## src/rtl/core/mpba_pkg.sv

```systemverilog
// Shared types and constants of the multi-pool block allocator.
`default_nettype none

package mpba_pkg;

  localparam int SIZE_W = 16;
  localparam int CNT_W = 5;
  localparam int BLK_W = 4;
  localparam int POOL_W = 2;
  localparam int STAT_W = 2;
  localparam int REG_POOLS = 4;
  localparam int CFG_AW = 5;
  localparam int CFG_DW = 32;
  localparam int RST_COUNT = 16;
  localparam int RST_SIZE = 64;

  localparam logic OP_ALLOC = 1'b0;
  localparam logic OP_FREE = 1'b1;

  localparam logic [STAT_W-1:0] ST_OK = 2'd0;
  localparam logic [STAT_W-1:0] ST_EMPTY = 2'd1;
  localparam logic [STAT_W-1:0] ST_BAD = 2'd2;
  localparam logic [STAT_W-1:0] ST_DOUBLE = 2'd3;

  typedef struct packed {
    logic             alloc;
    logic             rel;
    logic [BLK_W-1:0] idx;
  } pool_op_t;

  typedef struct packed {
    logic             avail;
    logic [BLK_W-1:0] head_blk;
    logic             marked;
  } pool_stat_t;

endpackage

`default_nettype wire

```

## src/rtl/core/mpba_if.sv

```systemverilog
// Request and response channel interfaces of the multi-pool block allocator.
`default_nettype none

interface mpba_req_if
  import mpba_pkg::*;
();
  logic              valid;
  logic              ready;
  logic              opcode;
  logic [SIZE_W-1:0] request_size;
  logic [POOL_W-1:0] free_pool;
  logic [BLK_W-1:0]  free_index;

  modport source (output valid, output opcode, output request_size, output free_pool,
                  output free_index, input ready);
  modport sink (input valid, input opcode, input request_size, input free_pool,
                input free_index, output ready);
endinterface

interface mpba_rsp_if
  import mpba_pkg::*;
();
  logic              valid;
  logic              ready;
  logic [STAT_W-1:0] status;
  logic [POOL_W-1:0] block_pool;
  logic [BLK_W-1:0]  block_index;

  modport source (output valid, output status, output block_pool, output block_index,
                  input ready);
  modport sink (input valid, input status, input block_pool, input block_index,
                output ready);
endinterface

`default_nettype wire

```

## src/rtl/core/mpba_cfg_regs.sv

```systemverilog
// Configuration registers of the pools with their APB-style access port.
`default_nettype none

module mpba_cfg_regs
  import mpba_pkg::*;
#(
  parameter int NUM_POOLS = 4,
  parameter int MAX_BLOCKS = 16
) (
  input  wire logic              clk,
  input  wire logic              rst_n,
  input  wire logic              psel,
  input  wire logic              penable,
  input  wire logic              pwrite,
  input  wire logic [CFG_AW-1:0] paddr,
  input  wire logic [CFG_DW-1:0] pwdata,
  output logic      [CFG_DW-1:0] prdata,
  output logic                   pready,
  output logic      [SIZE_W-1:0] size_o [NUM_POOLS],
  output logic      [CNT_W-1:0]  count_o [NUM_POOLS],
  output logic      [NUM_POOLS-1:0] init_o
);

  localparam int CNT_SAT = (MAX_BLOCKS > 31) ? 31 : MAX_BLOCKS;
  localparam int RST_CNT = (RST_COUNT > CNT_SAT) ? CNT_SAT : RST_COUNT;
  localparam int IDX_W = CFG_AW - 2;

  logic [IDX_W-1:0]     reg_idx;
  logic                 wr_en;
  logic [CNT_W-1:0]     cnt_wr;
  logic [NUM_POOLS-1:0] init_nxt;
  logic [NUM_POOLS-1:0] init_r;

  assign reg_idx = paddr[CFG_AW-1:2];
  assign wr_en   = psel && penable && pwrite;
  assign pready  = 1'b1;
  assign cnt_wr  = (int'(pwdata[CNT_W-1:0]) > CNT_SAT) ? CNT_W'(CNT_SAT) : pwdata[CNT_W-1:0];

  for (genvar p = 0; p < NUM_POOLS; p++) begin : g_pool
    if (p < REG_POOLS) begin : g_reg
      logic [SIZE_W-1:0] size_r;
      logic [CNT_W-1:0]  count_r;
      logic              sel_size;
      logic              sel_cnt;

      assign sel_size = wr_en && (int'(reg_idx) == p);
      assign sel_cnt  = wr_en && (int'(reg_idx) == p + REG_POOLS);
      assign init_nxt[p] = sel_size || sel_cnt;

      always_ff @(posedge clk) begin
        if (!rst_n) begin
          size_r  <= SIZE_W'(RST_SIZE << (2 * p));
          count_r <= CNT_W'(RST_CNT);
        end else begin
          if (sel_size) begin
            size_r <= pwdata[SIZE_W-1:0];
          end
          if (sel_cnt) begin
            count_r <= cnt_wr;
          end
        end
      end

      assign size_o[p]  = size_r;
      assign count_o[p] = count_r;
    end else begin : g_absent
      assign init_nxt[p] = 1'b0;
      assign size_o[p]   = '0;
      assign count_o[p]  = '0;
    end
  end

  always_ff @(posedge clk) begin
    if (!rst_n) begin
      init_r <= '0;
    end else begin
      init_r <= init_nxt;
    end
  end

  assign init_o = init_r;

  always_comb begin
    prdata = '0;
    for (int p = 0; p < NUM_POOLS; p++) begin
      if (p < REG_POOLS) begin
        if (int'(reg_idx) == p) begin
          prdata = CFG_DW'(size_o[p]);
        end
        if (int'(reg_idx) == p + REG_POOLS) begin
          prdata = CFG_DW'(count_o[p]);
        end
      end
    end
  end

endmodule

`default_nettype wire

```

## src/rtl/core/mpba_pool.sv

```systemverilog
// One pool: free ring memory, head and free count, write fill count and allocated marks.
`default_nettype none

module mpba_pool
  import mpba_pkg::*;
#(
  parameter int MAX_BLOCKS = 16,
  parameter int RST_CNT = 16
) (
  input  wire logic             clk,
  input  wire logic             rst_n,
  input  wire logic             init_i,
  input  wire logic [CNT_W-1:0] count_i,
  input  wire pool_op_t         op_i,
  output pool_stat_t            stat_o
);

  localparam int HW = (MAX_BLOCKS > 1) ? $clog2(MAX_BLOCKS) : 1;
  localparam int SW = ((HW > CNT_W) ? HW : CNT_W) + 1;

  logic [BLK_W-1:0]      ring_mem [MAX_BLOCKS];
  logic [BLK_W-1:0]      rd_data_r;
  logic                  virgin_r;
  logic                  virgin_nxt;
  logic [HW-1:0]         head_r;
  logic [HW-1:0]         head_nxt;
  logic [CNT_W-1:0]      fc_r;
  logic [CNT_W-1:0]      fc_nxt;
  logic [CNT_W-1:0]      fill_r;
  logic [CNT_W-1:0]      fill_nxt;
  logic [MAX_BLOCKS-1:0] marks_r;
  logic [MAX_BLOCKS-1:0] marks_nxt;
  logic [SW-1:0]         head_inc;
  logic [SW-1:0]         tail_sum;
  logic [SW-1:0]         tail_pos;
  logic [HW-1:0]         wr_addr;
  logic                  wr_en;
  logic [BLK_W-1:0]      head_blk;
  logic                  marked;

  assign head_blk = virgin_r ? BLK_W'(head_r) : rd_data_r;
  assign head_inc = SW'(head_r) + SW'(1);
  assign tail_sum = SW'(head_r) + SW'(fc_r);
  assign tail_pos = (tail_sum >= SW'(count_i)) ? (tail_sum - SW'(count_i)) : tail_sum;
  assign wr_addr  = tail_pos[HW-1:0];
  assign wr_en    = op_i.rel && !init_i;

  always_comb begin
    head_nxt  = head_r;
    fc_nxt    = fc_r;
    fill_nxt  = fill_r;
    marks_nxt = marks_r;
    if (init_i) begin
      head_nxt  = '0;
      fc_nxt    = count_i;
      fill_nxt  = '0;
      marks_nxt = '0;
    end else if (op_i.alloc) begin
      head_nxt = (head_inc == SW'(count_i)) ? '0 : head_inc[HW-1:0];
      fc_nxt   = fc_r - CNT_W'(1);
      for (int i = 0; i < MAX_BLOCKS; i++) begin
        if (i == int'(head_blk)) begin
          marks_nxt[i] = 1'b1;
        end
      end
    end else if (op_i.rel) begin
      fc_nxt = fc_r + CNT_W'(1);
      if (fill_r < count_i) begin
        fill_nxt = fill_r + CNT_W'(1);
      end
      for (int i = 0; i < MAX_BLOCKS; i++) begin
        if (i == int'(op_i.idx)) begin
          marks_nxt[i] = 1'b0;
        end
      end
    end
  end

  assign virgin_nxt = SW'(head_nxt) >= SW'(fill_nxt);

  always_ff @(posedge clk) begin
    if (wr_en) begin
      ring_mem[wr_addr] <= op_i.idx;
    end
    if (wr_en && (wr_addr == head_nxt)) begin
      rd_data_r <= op_i.idx;
    end else begin
      rd_data_r <= ring_mem[head_nxt];
    end
  end

  always_ff @(posedge clk) begin
    if (!rst_n) begin
      head_r   <= '0;
      fc_r     <= CNT_W'(RST_CNT);
      fill_r   <= '0;
      marks_r  <= '0;
      virgin_r <= 1'b1;
    end else begin
      head_r   <= head_nxt;
      fc_r     <= fc_nxt;
      fill_r   <= fill_nxt;
      marks_r  <= marks_nxt;
      virgin_r <= virgin_nxt;
    end
  end

  always_comb begin
    marked = 1'b0;
    for (int i = 0; i < MAX_BLOCKS; i++) begin
      if (i == int'(op_i.idx)) begin
        marked = marks_r[i];
      end
    end
  end

  assign stat_o.avail    = (fc_r != '0);
  assign stat_o.head_blk = head_blk;
  assign stat_o.marked   = marked;

  a_fc_bound: assert property (@(posedge clk) disable iff (!rst_n)
    !init_i |-> fc_r <= count_i)
    else $error("free count exceeds block count");

  a_fill_bound: assert property (@(posedge clk) disable iff (!rst_n)
    !init_i |-> fill_r <= count_i)
    else $error("fill count exceeds block count");

  a_alloc_nonempty: assert property (@(posedge clk) disable iff (!rst_n)
    op_i.alloc |-> fc_r != '0)
    else $error("allocation from an empty ring");

endmodule

`default_nettype wire

```

## src/rtl/core/multi_pool_block_allocator_unit.sv

```systemverilog
// A request waits in the request register until the response register can take it; its
// response is then registered. One request per cycle is taken while responses are not stalled;
// the pool pick, ring head and tail update all settle between the two registers.
// Reset is synchronous and active low; every pool comes out of reset with a full free ring.
// A configuration write re-initialises its pool on the following cycle.
// Top level of the multi-pool block allocator.
`default_nettype none

module multi_pool_block_allocator_unit
  import mpba_pkg::*;
#(
  parameter int NUM_POOLS = 4,
  parameter int MAX_BLOCKS = 16
) (
  input  wire logic              clk,
  input  wire logic              rst_n,
  mpba_req_if.sink               in_req,
  mpba_rsp_if.source             out_rsp,
  input  wire logic              psel,
  input  wire logic              penable,
  input  wire logic              pwrite,
  input  wire logic [CFG_AW-1:0] paddr,
  input  wire logic [CFG_DW-1:0] pwdata,
  output logic      [CFG_DW-1:0] prdata,
  output logic                   pready
);

  localparam int CNT_SAT = (MAX_BLOCKS > 31) ? 31 : MAX_BLOCKS;
  localparam int RST_CNT = (RST_COUNT > CNT_SAT) ? CNT_SAT : RST_COUNT;

  logic [SIZE_W-1:0]    pool_size [NUM_POOLS];
  logic [CNT_W-1:0]     pool_count [NUM_POOLS];
  logic [NUM_POOLS-1:0] pool_init;
  pool_op_t             pool_op [NUM_POOLS];
  pool_stat_t           pool_stat [NUM_POOLS];

  logic              s1_valid_r;
  logic              s1_opcode_r;
  logic [SIZE_W-1:0] s1_size_r;
  logic [POOL_W-1:0] s1_pool_r;
  logic [BLK_W-1:0]  s1_idx_r;
  logic              in_acc;
  logic              advance;
  logic              fire;

  logic              out_valid_r;
  logic [STAT_W-1:0] out_status_r;
  logic [POOL_W-1:0] out_pool_r;
  logic [BLK_W-1:0]  out_idx_r;

  logic              found;
  logic [POOL_W-1:0] pick_pool;
  logic [BLK_W-1:0]  pick_blk;
  logic [NUM_POOLS-1:0] pick_vec;
  logic [NUM_POOLS-1:0] free_vec;
  logic              fp_valid;
  logic [CNT_W-1:0]  fp_count;
  logic              fp_marked;
  logic              bad_handle;
  logic [STAT_W-1:0] status_nxt;
  logic [POOL_W-1:0] rpool_nxt;
  logic [BLK_W-1:0]  ridx_nxt;

  mpba_cfg_regs #(
    .NUM_POOLS  (NUM_POOLS),
    .MAX_BLOCKS (MAX_BLOCKS)
  ) u_cfg (
    .clk     (clk),
    .rst_n   (rst_n),
    .psel    (psel),
    .penable (penable),
    .pwrite  (pwrite),
    .paddr   (paddr),
    .pwdata  (pwdata),
    .prdata  (prdata),
    .pready  (pready),
    .size_o  (pool_size),
    .count_o (pool_count),
    .init_o  (pool_init)
  );

  for (genvar p = 0; p < NUM_POOLS; p++) begin : g_pool
    assign pool_op[p].alloc = fire && (s1_opcode_r == OP_ALLOC) && pick_vec[p];
    assign pool_op[p].rel   = fire && (s1_opcode_r == OP_FREE) && free_vec[p];
    assign pool_op[p].idx   = s1_idx_r;

    mpba_pool #(
      .MAX_BLOCKS (MAX_BLOCKS),
      .RST_CNT    ((p < REG_POOLS) ? RST_CNT : 0)
    ) u_pool (
      .clk     (clk),
      .rst_n   (rst_n),
      .init_i  (pool_init[p]),
      .count_i (pool_count[p]),
      .op_i    (pool_op[p]),
      .stat_o  (pool_stat[p])
    );
  end

  assign advance = !out_valid_r || out_rsp.ready;
  assign fire    = s1_valid_r && advance;
  assign in_req.ready = !s1_valid_r || advance;
  assign in_acc  = in_req.valid && in_req.ready;

  always_comb begin
    found     = 1'b0;
    pick_pool = '0;
    pick_blk  = '0;
    pick_vec  = '0;
    for (int p = 0; p < NUM_POOLS; p++) begin
      if (!found && pool_stat[p].avail && (s1_size_r <= pool_size[p])) begin
        found       = 1'b1;
        pick_pool   = POOL_W'(p);
        pick_blk    = pool_stat[p].head_blk;
        pick_vec[p] = 1'b1;
      end
    end
  end

  always_comb begin
    fp_valid  = 1'b0;
    fp_count  = '0;
    fp_marked = 1'b0;
    free_vec  = '0;
    for (int p = 0; p < NUM_POOLS; p++) begin
      if (p == int'(s1_pool_r)) begin
        fp_valid  = 1'b1;
        fp_count  = pool_count[p];
        fp_marked = pool_stat[p].marked;
      end
    end
    bad_handle = !fp_valid || (CNT_W'(s1_idx_r) >= fp_count) || (int'(s1_idx_r) >= MAX_BLOCKS);
    for (int p = 0; p < NUM_POOLS; p++) begin
      if (p == int'(s1_pool_r)) begin
        free_vec[p] = !bad_handle && fp_marked;
      end
    end
  end

  always_comb begin
    status_nxt = ST_EMPTY;
    rpool_nxt  = '0;
    ridx_nxt   = '0;
    if (s1_opcode_r == OP_ALLOC) begin
      if (found) begin
        status_nxt = ST_OK;
        rpool_nxt  = pick_pool;
        ridx_nxt   = pick_blk;
      end
    end else if (bad_handle) begin
      status_nxt = ST_BAD;
    end else if (!fp_marked) begin
      status_nxt = ST_DOUBLE;
    end else begin
      status_nxt = ST_OK;
    end
  end

  always_ff @(posedge clk) begin
    if (!rst_n) begin
      s1_valid_r  <= 1'b0;
      out_valid_r <= 1'b0;
    end else begin
      s1_valid_r  <= in_acc || (s1_valid_r && !advance);
      out_valid_r <= fire || (out_valid_r && !out_rsp.ready);
    end
  end

  always_ff @(posedge clk) begin
    if (in_acc) begin
      s1_opcode_r <= in_req.opcode;
      s1_size_r   <= in_req.request_size;
      s1_pool_r   <= in_req.free_pool;
      s1_idx_r    <= in_req.free_index;
    end
    if (fire) begin
      out_status_r <= status_nxt;
      out_pool_r   <= rpool_nxt;
      out_idx_r    <= ridx_nxt;
    end
  end

  assign out_rsp.valid       = out_valid_r;
  assign out_rsp.status      = out_status_r;
  assign out_rsp.block_pool  = out_pool_r;
  assign out_rsp.block_index = out_idx_r;

  a_unused_zero: assert property (@(posedge clk) disable iff (!rst_n)
    out_valid_r && (out_status_r != ST_OK) |-> (out_pool_r == '0) && (out_idx_r == '0))
    else $error("handle fields set on a failed response");

  a_rsp_source: assert property (@(posedge clk) disable iff (!rst_n)
    $rose(out_valid_r) |-> $past(s1_valid_r))
    else $error("response without a request in flight");

  a_single_op: assert property (@(posedge clk) disable iff (!rst_n)
    fire |-> $onehot0(pick_vec) && $onehot0(free_vec))
    else $error("more than one pool updated by one request");

  a_full_stall: assert property (@(posedge clk) disable iff (!rst_n)
    s1_valid_r && out_valid_r && !out_rsp.ready |-> !in_req.ready)
    else $error("request taken while both stages are full");

endmodule

`default_nettype wire

```

## src/flat_wrapper.sv

```systemverilog
// flat-port wrapper written by rule: the top's interface ports become plain ports
module multi_pool_block_allocator_unit_flat import mpba_pkg::*;
#(
  parameter int NUM_POOLS = 4,
  parameter int MAX_BLOCKS = 16
)
  (clk, rst_n, psel, penable, pwrite, paddr, pwdata, prdata, pready, in_req_valid, in_req_opcode, in_req_request_size, in_req_free_pool, in_req_free_index, in_req_ready, out_rsp_valid, out_rsp_status, out_rsp_block_pool, out_rsp_block_index, out_rsp_ready);
  mpba_req_if in_req_i ();
  mpba_rsp_if out_rsp_i ();
  input  wire logic clk;
  input  wire logic rst_n;
  input  wire logic psel;
  input  wire logic penable;
  input  wire logic pwrite;
  input  wire logic [CFG_AW-1:0] paddr;
  input  wire logic [CFG_DW-1:0] pwdata;
  output logic      [CFG_DW-1:0] prdata;
  output logic pready;
  input wire logic [$bits(in_req_i.valid)-1:0] in_req_valid;
  input wire logic [$bits(in_req_i.opcode)-1:0] in_req_opcode;
  input wire logic [$bits(in_req_i.request_size)-1:0] in_req_request_size;
  input wire logic [$bits(in_req_i.free_pool)-1:0] in_req_free_pool;
  input wire logic [$bits(in_req_i.free_index)-1:0] in_req_free_index;
  output wire logic [$bits(in_req_i.ready)-1:0] in_req_ready;
  output wire logic [$bits(out_rsp_i.valid)-1:0] out_rsp_valid;
  output wire logic [$bits(out_rsp_i.status)-1:0] out_rsp_status;
  output wire logic [$bits(out_rsp_i.block_pool)-1:0] out_rsp_block_pool;
  output wire logic [$bits(out_rsp_i.block_index)-1:0] out_rsp_block_index;
  input wire logic [$bits(out_rsp_i.ready)-1:0] out_rsp_ready;
  assign in_req_i.valid = in_req_valid;
  assign in_req_i.opcode = in_req_opcode;
  assign in_req_i.request_size = in_req_request_size;
  assign in_req_i.free_pool = in_req_free_pool;
  assign in_req_i.free_index = in_req_free_index;
  assign in_req_ready = in_req_i.ready;
  assign out_rsp_valid = out_rsp_i.valid;
  assign out_rsp_status = out_rsp_i.status;
  assign out_rsp_block_pool = out_rsp_i.block_pool;
  assign out_rsp_block_index = out_rsp_i.block_index;
  assign out_rsp_i.ready = out_rsp_ready;
  multi_pool_block_allocator_unit #(.NUM_POOLS(NUM_POOLS), .MAX_BLOCKS(MAX_BLOCKS)) u_core (.clk(clk), .rst_n(rst_n), .in_req(in_req_i), .out_rsp(out_rsp_i), .psel(psel), .penable(penable), .pwrite(pwrite), .paddr(paddr), .pwdata(pwdata), .prdata(prdata), .pready(pready));
endmodule
```

## config.mk

```make
export PLATFORM = sky130hd
export DESIGN_NAME = multi_pool_block_allocator_unit_flat
export DESIGN_NICKNAME = d
export VERILOG_FILES = /design/src/rtl/core/mpba_pkg.sv /design/src/rtl/core/mpba_if.sv /design/src/rtl/core/mpba_cfg_regs.sv /design/src/rtl/core/mpba_pool.sv /design/src/rtl/core/multi_pool_block_allocator_unit.sv /design/src/flat_wrapper.sv
export SDC_FILE = /design/constraint.sdc
export NUM_CORES = 1
export LEC_CHECK = 0
export BUFFER_PORTS_ARGS = -buffer_cell sky130_fd_sc_hd__buf_2
export CAP_MARGIN = 20
export CORE_AREA = 4 4 191 286
export DETAILED_ROUTE_END_ITERATION = 10
export DIE_AREA = 0 0 195 290
export GPL_ROUTABILITY_DRIVEN = 0
export MAX_ROUTING_LAYER = met4
export PLACE_DENSITY_LB_ADDON = 0.2
export REMOVE_ABC_BUFFERS = 1
export SLEW_MARGIN = 20
export SYNTH_ARGS = -nofsm -noshare
export SYNTH_HDL_FRONTEND = slang
export SYNTH_HIERARCHICAL = 1
export SYNTH_SLANG_ARGS = --single-unit
```

## constraint.sdc

```tcl
create_clock -name clk -period 6.2 [get_ports clk]
set_clock_uncertainty 0.15 [all_clocks]
set_input_delay 0.93 -clock clk [delete_from_list [all_inputs] [get_ports clk]]
set_output_delay 0.93 -clock clk [all_outputs]
set_load 0.005 [all_outputs]
```

==> results of run 1 <==
-- flip-flops by register name, summed over array words and instances, names as in the netlist, 2 cells and up, named ones only --
| signal | count |
|---|---|
| u_core/g_pool.u_pool/fill_r | 20 |
| u_core/s1_size_r | 16 |
| u_core/s1_pool_r | 2 |
| u_core/out_rsp.block_pool | 2 |
| u_core/g_pool.u_pool/ring_mem | 256 |
| u_core/u_cfg/g_pool.g_reg.size_r | 64 |
| u_core/u_cfg/init_o | 4 |
| u_core/g_pool.u_pool/marks_r | 64 |
| u_core/out_rsp.status | 2 |
| u_core/out_rsp.block_index | 4 |
| u_core/g_pool.u_pool/head_r | 16 |
| u_core/g_pool.u_pool/virgin_r | 4 |
| u_core/s1_idx_r | 4 |
| u_core/u_cfg/g_pool.g_reg.count_r | 20 |
| u_core/g_pool.u_pool/fc_r | 20 |
-- logic make-up after synthesis --
kind of cell             count (synthesis)
AO/OA/AOI/OAI                          581
flip-flops                             517
other                                    2
buffers and inverters                  297
XOR/XNOR                                67
AND/OR/NAND/NOR                        819
adder cells (fa/ha/maj)                171
multiplexers                           185
-- area by class of cell --
cell class / instances / area [um^2]
inverters: 167 / 626.9
clock inverters: 28 / 307.8
diodes: 2 / 5.005
well taps: 682 / 853.3
multi-input cells: 1840 / 13850
flip-flops and latches: 517 / 13220
clock buffers: 64 / 1428
repair buffers: 118 / 728.2
fillers: 4361 / 21300
-- how the worst max path moves through the flow --
stage | cells after the start | slack (ns) | from | to
final | 21 | 0.48 | u_core/s1_idx_r[1]$_DFFE_PP_ | u_core/g_pool[3].u_pool/virgin_r$_SDFF_PN1_
after global routing | 21 | 0.04 | u_core/s1_idx_r[1]$_DFFE_PP_ | u_core/g_pool[3].u_pool/virgin_r$_SDFF_PN1_
after CTS | 21 | 0.45 | u_core/s1_idx_r[1]$_DFFE_PP_ | u_core/g_pool[3].u_pool/virgin_r$_SDFF_PN1_
after detailed placement | 21 | 0.48 | u_core/s1_idx_r[1]$_DFFE_PP_ | u_core/g_pool[3].u_pool/virgin_r$_SDFF_PN1_
after global placement | 21 | 0.65 | u_core/s1_idx_r[1]$_DFFE_PP_ | u_core/g_pool[3].u_pool/virgin_r$_SDFF_PN1_
after floorplan | 21 | 0.57 | u_core/s1_idx_r[1]$_DFFE_PP_ | u_core/g_pool[3].u_pool/virgin_r$_SDFF_PN1_
-- cell usage in the layout (no fill, tap or decap), drive strengths merged, types with 11 or more instances in the layout --
cell type / synthesis / layout
a21boi: 75 / 75
clkbuf: 55 / 64
a31oi: 32 / 32
inv: 166 / 167
nor3: 32 / 32
nor2b: 64 / 64
a21o: 46 / 46
clkinv: 1 / 19
and3: 20 / 20
a21oi: 131 / 131
or2: 16 / 16
nand2b: 30 / 30
or3: 11 / 11
nand3: 64 / 64
nor3b: 21 / 21
nand3b: 13 / 13
mux2: 38 / 38
o211ai: 23 / 23
and2: 21 / 21
mux2i: 81 / 81
a32o: 16 / 16
nor2: 152 / 152
o21ai: 116 / 116
mux4: 66 / 66
a211oi: 16 / 16
o31ai: 19 / 19
xor2: 35 / 35
dfxtp: 230 / 230
ha: 156 / 156
o22ai: 12 / 12
xnor2: 32 / 32
edfxtp: 287 / 287
a22o: 11 / 11
nand2: 319 / 319
nand4: 24 / 24
buf: 75 / 118
conb: 2 / 17
o211a: 13 / 13
fa: 12 / 12
-- where the power goes --
| group | switching, mW | leakage (nW) | internal (mW) |
|---|---|---|---|
| Sequential | 0.0406 | 4.46 | 3.64 |
| Combinational | 0.270 | 5.76 | 0.156 |
| Clock | 1.32 | 0.854 | 1.88 |
| Total | 1.63 | 11.1 | 5.67 |
-- routing by layer --
layer | global-route usage (%) | vias up | part of all wire [%]
met5 | - | - | 0
met4 | 11.13 | 0 | 5.0
met3 | 3.078 | 212 | 4.2
met2 | 45.67 | 652 | 53
met1 | 28.67 | 10030 | 38
li1 | - | 9704 | -
-- worst max-delay path: cells and delay by family, from the launching register on --
| kind | cells | cell delay [ns] |
|---|---|---|
| flops | 1 | 0.84 |
| mux | 1 | 0.35 |
| fa+ha+maj | 1 | 0.31 |
| buf+inv | 1 | 0.39 |
| simple gates | 9 | 1.63 |
| xor+xnor | 1 | 0.28 |
| compound gates | 8 | 1.64 |
-- per-stage QoR --
stage / utilization, % / worst slack (ns) / std cells / hold slack [ns]
after floorplan: - / 0.5714 / 2524 / 0.2949
after global placement: 55.96 / 0.6497 / 3324 / 0.3055
after detailed placement: 55.96 / 0.4773 / 3324 / 0.3133
after CTS: 59.28 / 0.4471 / 3416 / 0.3222
after global routing: 59.29 / 0.03700 / 3418 / 0.3408
final: 59.29 / 0.4811 / 3418 / 0.3197
==> impl_summary.md, run 1 <==
Critical path
The critical-path cell with the highest stage delay is edfxtp_1. The worst flop-to-flop path startpoint is u_core/s1_idx_r[1]$_DFFE_PP_. STA classifies the critical path startpoint as a flop. The critical path's largest stage delay is 0.84 ns.

The endpoint of the most critical register-to-register path is u_core/g_pool[3].u_pool/virgin_r$_SDFF_PN1_. The critical path is of the reg2reg type. The most common cell type on the critical path is o21ai_0. The reg-to-reg setup timing slack is 0.48 ns. The endpoint type of the worst setup path is a flop. For the worst flop-to-flop path, the logic depth is 21.

The required time at the worst-slack endpoint is 6.54 ns. The arrival time of the worst setup path is 6.06 ns. Of all nets on the critical path, the largest fanout is 23.

Traced cell by cell, the critical path runs through buf_4, nor2b_1, a21oi_1, o22ai_1, o2bb2ai_1, o21ai_0, mux4_2, nand4_1, nor2_1, nand2_1, a211oi_1, o21ai_0, xor2_1, nor2_1, ha_1, nand2b_1, a21oi_1, nor2b_1, o21ai_0, nand3b_1, and3_1.

Drt
The post-detailed-route count of antenna-violating nets is 0. The average routed wire per standard cell is 21.06 um. The total vias in the final route is 20600. After detailed routing, the number of vias per cell comes to 6.026. The number of design-rule violations left by the first detailed-router iteration is 1521. The final layout contains routed wiring with a total length of 71.98 mm.

The first TritonRoute pass finished after 7 iterations. The final routed DRC violation total is 0.

Clocking
For this design, the sink count on the clock tree is 517. Post-CTS repair changed the size of 0 cells. At the later pin of the worst-skew pair, clock insertion delay measures 0.60 ns.

No sink is reached through more buffers than the 3 on the longest clock path. The number of setup buffers added after CTS is 0. TritonCTS created 49 clock buffers. The root buffer cell chosen for the clock tree is clkbuf_16. Clock-pin slew was measured on the worst setup and hold paths at 0.07 ns.

The deepest level of the CTS H-tree is 2. The number of hold buffers added after CTS was 0. The CTS tree is built.

Timing
In the final timing run, aggregate negative setup slack is 0 ns. The final number of hold-violating endpoints is 0. The worst pin sits at a relative slew slack of 33.23%. Static timing analysis puts the maximum clock frequency at 0.1749 GHz. Setup repair after global routing left no endpoint under its margin. The transition time at the pin with the least slew margin is 0.9983 ns.

The number of max-slew violations in the final report is 0. Setup violations remaining at the end of the flow were counted as 0. For the finished layout, the period the worst path requires is 5.719 ns.

In the finished design, the share of the clock period the worst path needs comes to 92.24%.

Yosys
The synthesized area divided by synthesized cell count is 10.79 um^2. The async set-or-reset flop fraction in the synthesized netlist is 0%. By instance count, the leading cell after synthesis is nand2_1. Summed over all instances, the cell type with the most area after synthesis is edfxtp_1. The synthesized netlist devotes 7.804% of its cell area to adder and majority cells.

Synthesis instantiated 114 different standard cells from the library. The synthesized netlist cell count is 2639. The share of synthesized area occupied by flip-flops and latches is 46.44%. The combinational family with the most area after synthesis is compound AO/OA/AOI/OAI gates. The commonest cells after synthesis are nand2_1, edfxtp_1, dfxtp_1. After synthesis, the cell types taking the most area are edfxtp_1, dfxtp_1, ha_1, mux4_2, nand2_1.

The portion of synthesized area spent on multiplexers is 9.667%. The total standard cell area after synthesis is 0.02847 mm^2. The most frequently used flop master after synthesis is edfxtp_1. Counting flops with a built-in enable in the synthesized netlist gives 287. Counting flops and latches in the post-synthesis netlist gives 517.

The portion of synthesized cell area occupied by the leading cell type is 30.27%. The count of warnings emitted by yosys is 6. The xor and xnor fraction of the mapped netlist area is 2.061%. The synthesized netlist devotes 14.52% of its cell area to compound gates.

The simple-gate share of the synthesized area is 14.36%.

Final layout
The area added between synthesis and finish is 8.942%. The post-route netlist has 14.12% of its cells at a drive strength greater than 1. The cell area after layout is 0.03102 mm^2. The net count of the finished layout is 2928.

Power
The maximum VDD drop is 0.0002269 V. The power density over the cells is 235.2 mW/mm^2. The total power after layout is 7.296 mW. For this design the static power due to leakage is 11.07 nW.

Min path
In this run the worst hold path is classified as reg2reg. The hold path startpoint is u_core/u_cfg/g_pool[1].g_reg.size_r[13]$_SDFFE_PN0P_. The worst hold path terminates at u_core/u_cfg/g_pool[1].g_reg.size_r[13]$_SDFFE_PN0P_. Along the worst hold path, the cell count comes to 2.

Global routing
The total overflow reported by the global router is 0. For this run, the total global-route usage over all layers was measured as 25.55%. The first global-routing pass estimated 113.3 mm of wire. The number of global-route vias before repair is 20840. The number of antenna violations at the first check in global routing was 2. Entering global routing, the biggest net connects 68 pins.

Die
In this run the vertical extent of the chip is 290 um. The die is 195 um wide. The core region is 0.05232 mm^2. The number of I/O pins is 110. After floorplanning, the core was divided into 103 placement rows.

The die covers 0.05655 mm^2. Once the floorplan was initialized, standard cells occupied 54.42% of the core.

Placed design
In this run the tool buffered the top-level ports with 74 buffer cells. The HPWL after detailed placement is 52.74 mm. The placed instances occupy a cell area of 0.02928 mm^2.

Outcome
The run finished with clean final reports.

Run
The tool flagged a number of max-cap violations equal to 0.
(Power assumes the default switching activity.)
==> inputs of run 2 (changes only) <==
Settings changed: ABC_CLOCK_PERIOD_IN_PS set to 6400, CORE_AREA 4 4 191 286 to 2 2 189 284, DIE_AREA 0 0 195 290 to 0 0 191 286.
Clock period 6.2 ns to 6.4 ns, I/O delays scaled along.
==> run 2 against run 1 <==
Compared with the run above: wire length shrank 2.5%; final area shrank 0.82%; maximum frequency grew 5.9%; clock power shrank 8.8%; largest cell class unchanged; critical endpoint is now u_core/g_pool[0].u_pool/virgin_r$_SDFF_PN1_; worst hold slack lost 0.0039 ns; critical path depth is the same; combinational power shrank 5.9%.
==> impl_summary.md, run 2 (synthesis gave the netlist of run 1 again) <==
Clocking
The count of instances resized after the clock tree is built is 0 (unchanged). The deepest level of the CTS H-tree is 2 (unchanged). The tree is rooted in a clkbuf_16.

The buffer levels on the longest clock path is 3 (unchanged). The sink count of the clock tree is 517 (unchanged). The total setup buffers inserted after CTS is 0 (unchanged). The CTS tree is built.

The number of buffers added by the clock tree synthesis step is 49 (unchanged). The clock transition at the register clock pins on the worst setup and hold paths after CTS is 0.06 ns (about the same). The hold buffer count at cts was 0 (unchanged). The clock insertion delay at the later pin of the skew report is 0.59 ns (about the same).

Die
The total core area is 0.05219 mm^2 (-0.25%). The width of the chip is 191 um (-2.1%). The die outline height came to 286 um (-1.4%). The die area is 0.05463 mm^2 (-3.4%). The number of I/O pins is 110 (unchanged). The initial core utilization is 54.56% (+0.13 points). The number of rows created at floorplan is 103 (unchanged).

Drt
The average routed wire per standard cell is 20.61 um (-2.1%). The post-detailed-route count of antenna-violating nets is 0 (unchanged). The number of search-and-repair iterations in the first detailed-routing pass is 6 (-1).

The final routed DRC violation total is 0 (unchanged). The post-detailed-routing wire length is 70.17 mm (-2.5%). The number of vias per cell after detailed routing is 6.036 (+0.16%). The total vias in the final route came to 20550 (-0.25%).

The number of design-rule violations left by the first detailed-router iteration is 1389 (-8.7%).

Critical path
The critical path start-end classification is reg2reg. The arrival time of the worst setup path is 5.71 ns (-0.35 ns). The endpoint type of the worst setup path is a flop. The element type at the critical path start is a flop. Among all stages on the critical path, the largest delay is contributed by edfxtp_1. The required time at the worst-slack endpoint was 6.71 ns (+0.17 ns). The cell family contributing the most delay on the critical path is multiplexers. The critical path goes through buf_4, mux4_2, mux2_2, nand2_1, o221ai_1, mux4_2, nand3_1, nor3_1, buf_4, nand2_1, nor2_1, o21ai_1, xor2_1, nor2_1, ha_1, nand2b_1, a21oi_1, nor2b_1, o21ai_0, nand3b_1, o211a_1.

The critical path's largest stage delay came to 0.79 ns (-0.05 ns). The number of buffers and inverters on the critical path was 2 (+1). The top fanout value on the critical path was 49 (+110%).

Placed design
The instance area after placement came to 0.02917 mm^2 (-0.38%). The total instance count after detailed placement was 3311 (-0.39%). The number of buffers inserted by port buffering is 74 (unchanged). The pre-CTS worst setup slack came to 1.019 ns (+0.5415 ns).

The HPWL after detailed placement was 50.34 mm (-4.5%).

Global routing
The total overflow reported by the global router is 0 (unchanged). The maximum number of pins on one net before global-route repair came to 76 (+12%). The number of antenna violations at the first check in global routing came to 3 (+1). The number of global-route vias before repair is 20710 (-0.60%). The overall track demand over capacity in global routing was 26.46% (+0.92 points).

The wire length of the first global-routing pass is 110.6 mm (-2.4%).

Final layout
The share of the core filled with cells is 58.95% (-0.34 points). Leaving out fill and tap cells, the most frequent cell in the layout is nand2_1. Compared with the post-synthesis result, the final layout area differs by 8.050%. The top cell types in the final layout, fill and taps aside, are nand2_1, edfxtp_1, dfxtp_1. The register with the most flip-flops is u_core/g_pool.u_pool/ring_mem.

The cell area after layout is 0.03077 mm^2 (-0.82%). The final net count came to 2915 (-0.44%). The flip-flop count of the largest register, all copies and words added came to 256 (unchanged). The share of final-layout standard cells stronger than drive strength 1 is 13.42% (-0.69 points). The number of cells in the finished layout apart from fillers is 3404 (-0.41%). The largest registers in the layout are u_core/g_pool.u_pool/ring_mem: 256 flops, u_core/g_pool.u_pool/marks_r: 64 flops, u_core/u_cfg/g_pool.g_reg.size_r: 64 flops.

Timing
The final number of hold-violating endpoints is 0 (unchanged). The maximum clock frequency came to 0.1852 GHz (+5.9%). The final period demand of the worst path is 5.401 ns (-0.3184 ns).

The post-route clock period utilization is 84.38% (-7.9 points). The normalized max-slew margin came to 21.13% (-12 points). Setup repair after global routing left no endpoint under its margin.

The number of max-slew violations in the final report came to 0 (unchanged). The final critical-path setup slack is 0.9995 ns (+0.5184 ns). The setup TNS after final layout is 0 ns (unchanged). The number of endpoints failing setup at the final stage was 0 (unchanged). The transition time at the pin with the least slew margin was 1.183 ns (+0.1847 ns).

Power
The logic gate share of total power came to 5.8% (about the same). The switching component of the power was 1.570 mW (-3.4%). The leakage dissipation is 10.91 nW (-1.4%). The maximum VDD drop came to 0.0002144 V (-5.5%).

The power density over the cells came to 223.4 mW/mm^2 (-5.0%). The switching share of power is 22.84% (+0.57 points). The internal power contribution is 5.304 mW (-6.5%). The clock network fraction of design power was 42.3% (-1.5 points). The part of the power in registers came to 51.9% (+1.5 points).

Run
The count of maximum capacitance violations came to 0 (unchanged).

Min path
The worst hold path belongs to the class reg2reg.

Outcome
The run finished with clean final reports.
## run 2: cell type report
cell class                      instances  area [um^2]
Fill cell                            4356        21430
Sequential cell                       517        13220
Inverter                              167        626.9
Antenna cell                            3        7.507
Clock inverter                         22        207.7
Clock buffer                           68         1381
Multi-Input combinational cell       1840        13850
Timing Repair Buffer                  105        618.1
Tap cell                              682        853.3
## run 2: worst paths after layout
kind | from | end | slack [ns] | cells after the start
setup / recovery | u_core/s1_idx_r[0]$_DFFE_PP_ | u_core/g_pool[0].u_pool/virgin_r$_SDFF_PN1_ | 1.0 | 21
hold / removal | u_core/u_cfg/g_pool[0].g_reg.size_r[12]$_SDFFE_PN0P_ | u_core/u_cfg/g_pool[0].g_reg.size_r[12]$_SDFFE_PN0P_ | 0.32 | 2
setup reg to reg | u_core/s1_idx_r[0]$_DFFE_PP_ | u_core/g_pool[0].u_pool/virgin_r$_SDFF_PN1_ | 1.0 | 21
hold reg to reg | u_core/u_cfg/g_pool[0].g_reg.size_r[12]$_SDFFE_PN0P_ | u_core/u_cfg/g_pool[0].g_reg.size_r[12]$_SDFFE_PN0P_ | 0.32 | 2
## run 2: stage by stage
step	hold WS (ns)	power, mW
detailed placement	0.3101	4.033
global route	0.3405	7.089
CTS	0.3178	6.926
finish	0.3159	6.875
floorplan	0.2949	3.871
global placement	0.3062	4.020
## run 2: power groups by stage
stage	clock network [mW]	registers, mW	logic [mW]
after CTS	2.96	3.56	0.398
after global routing	3.08	3.57	0.439
after floorplan	0	3.64	0.228
after global placement	0	3.64	0.383
after detailed placement	0	3.64	0.396
final	2.91	3.57	0.401
## run 2: routing by layer
layer / track usage [%] / wire length (um) / up-vias
li1: - / - / 9682
met1: 29.80 / 27020 / 10000
met2: 47.09 / 36490 / 665
met3: 2.932 / 3417 / 196
met4: 11.51 / 3238 / 0
met5: - / 0 / -
## run 2: worst register-to-register path: cells and delay by family (launching register included)
family | cells | cell delay (ns)
mux | 3 | 1.40
flops | 1 | 0.79
buf+inv | 2 | 0.78
compound gates | 5 | 0.78
fa+ha+maj | 1 | 0.28
xor+xnor | 1 | 0.22
simple gates | 9 | 0.88
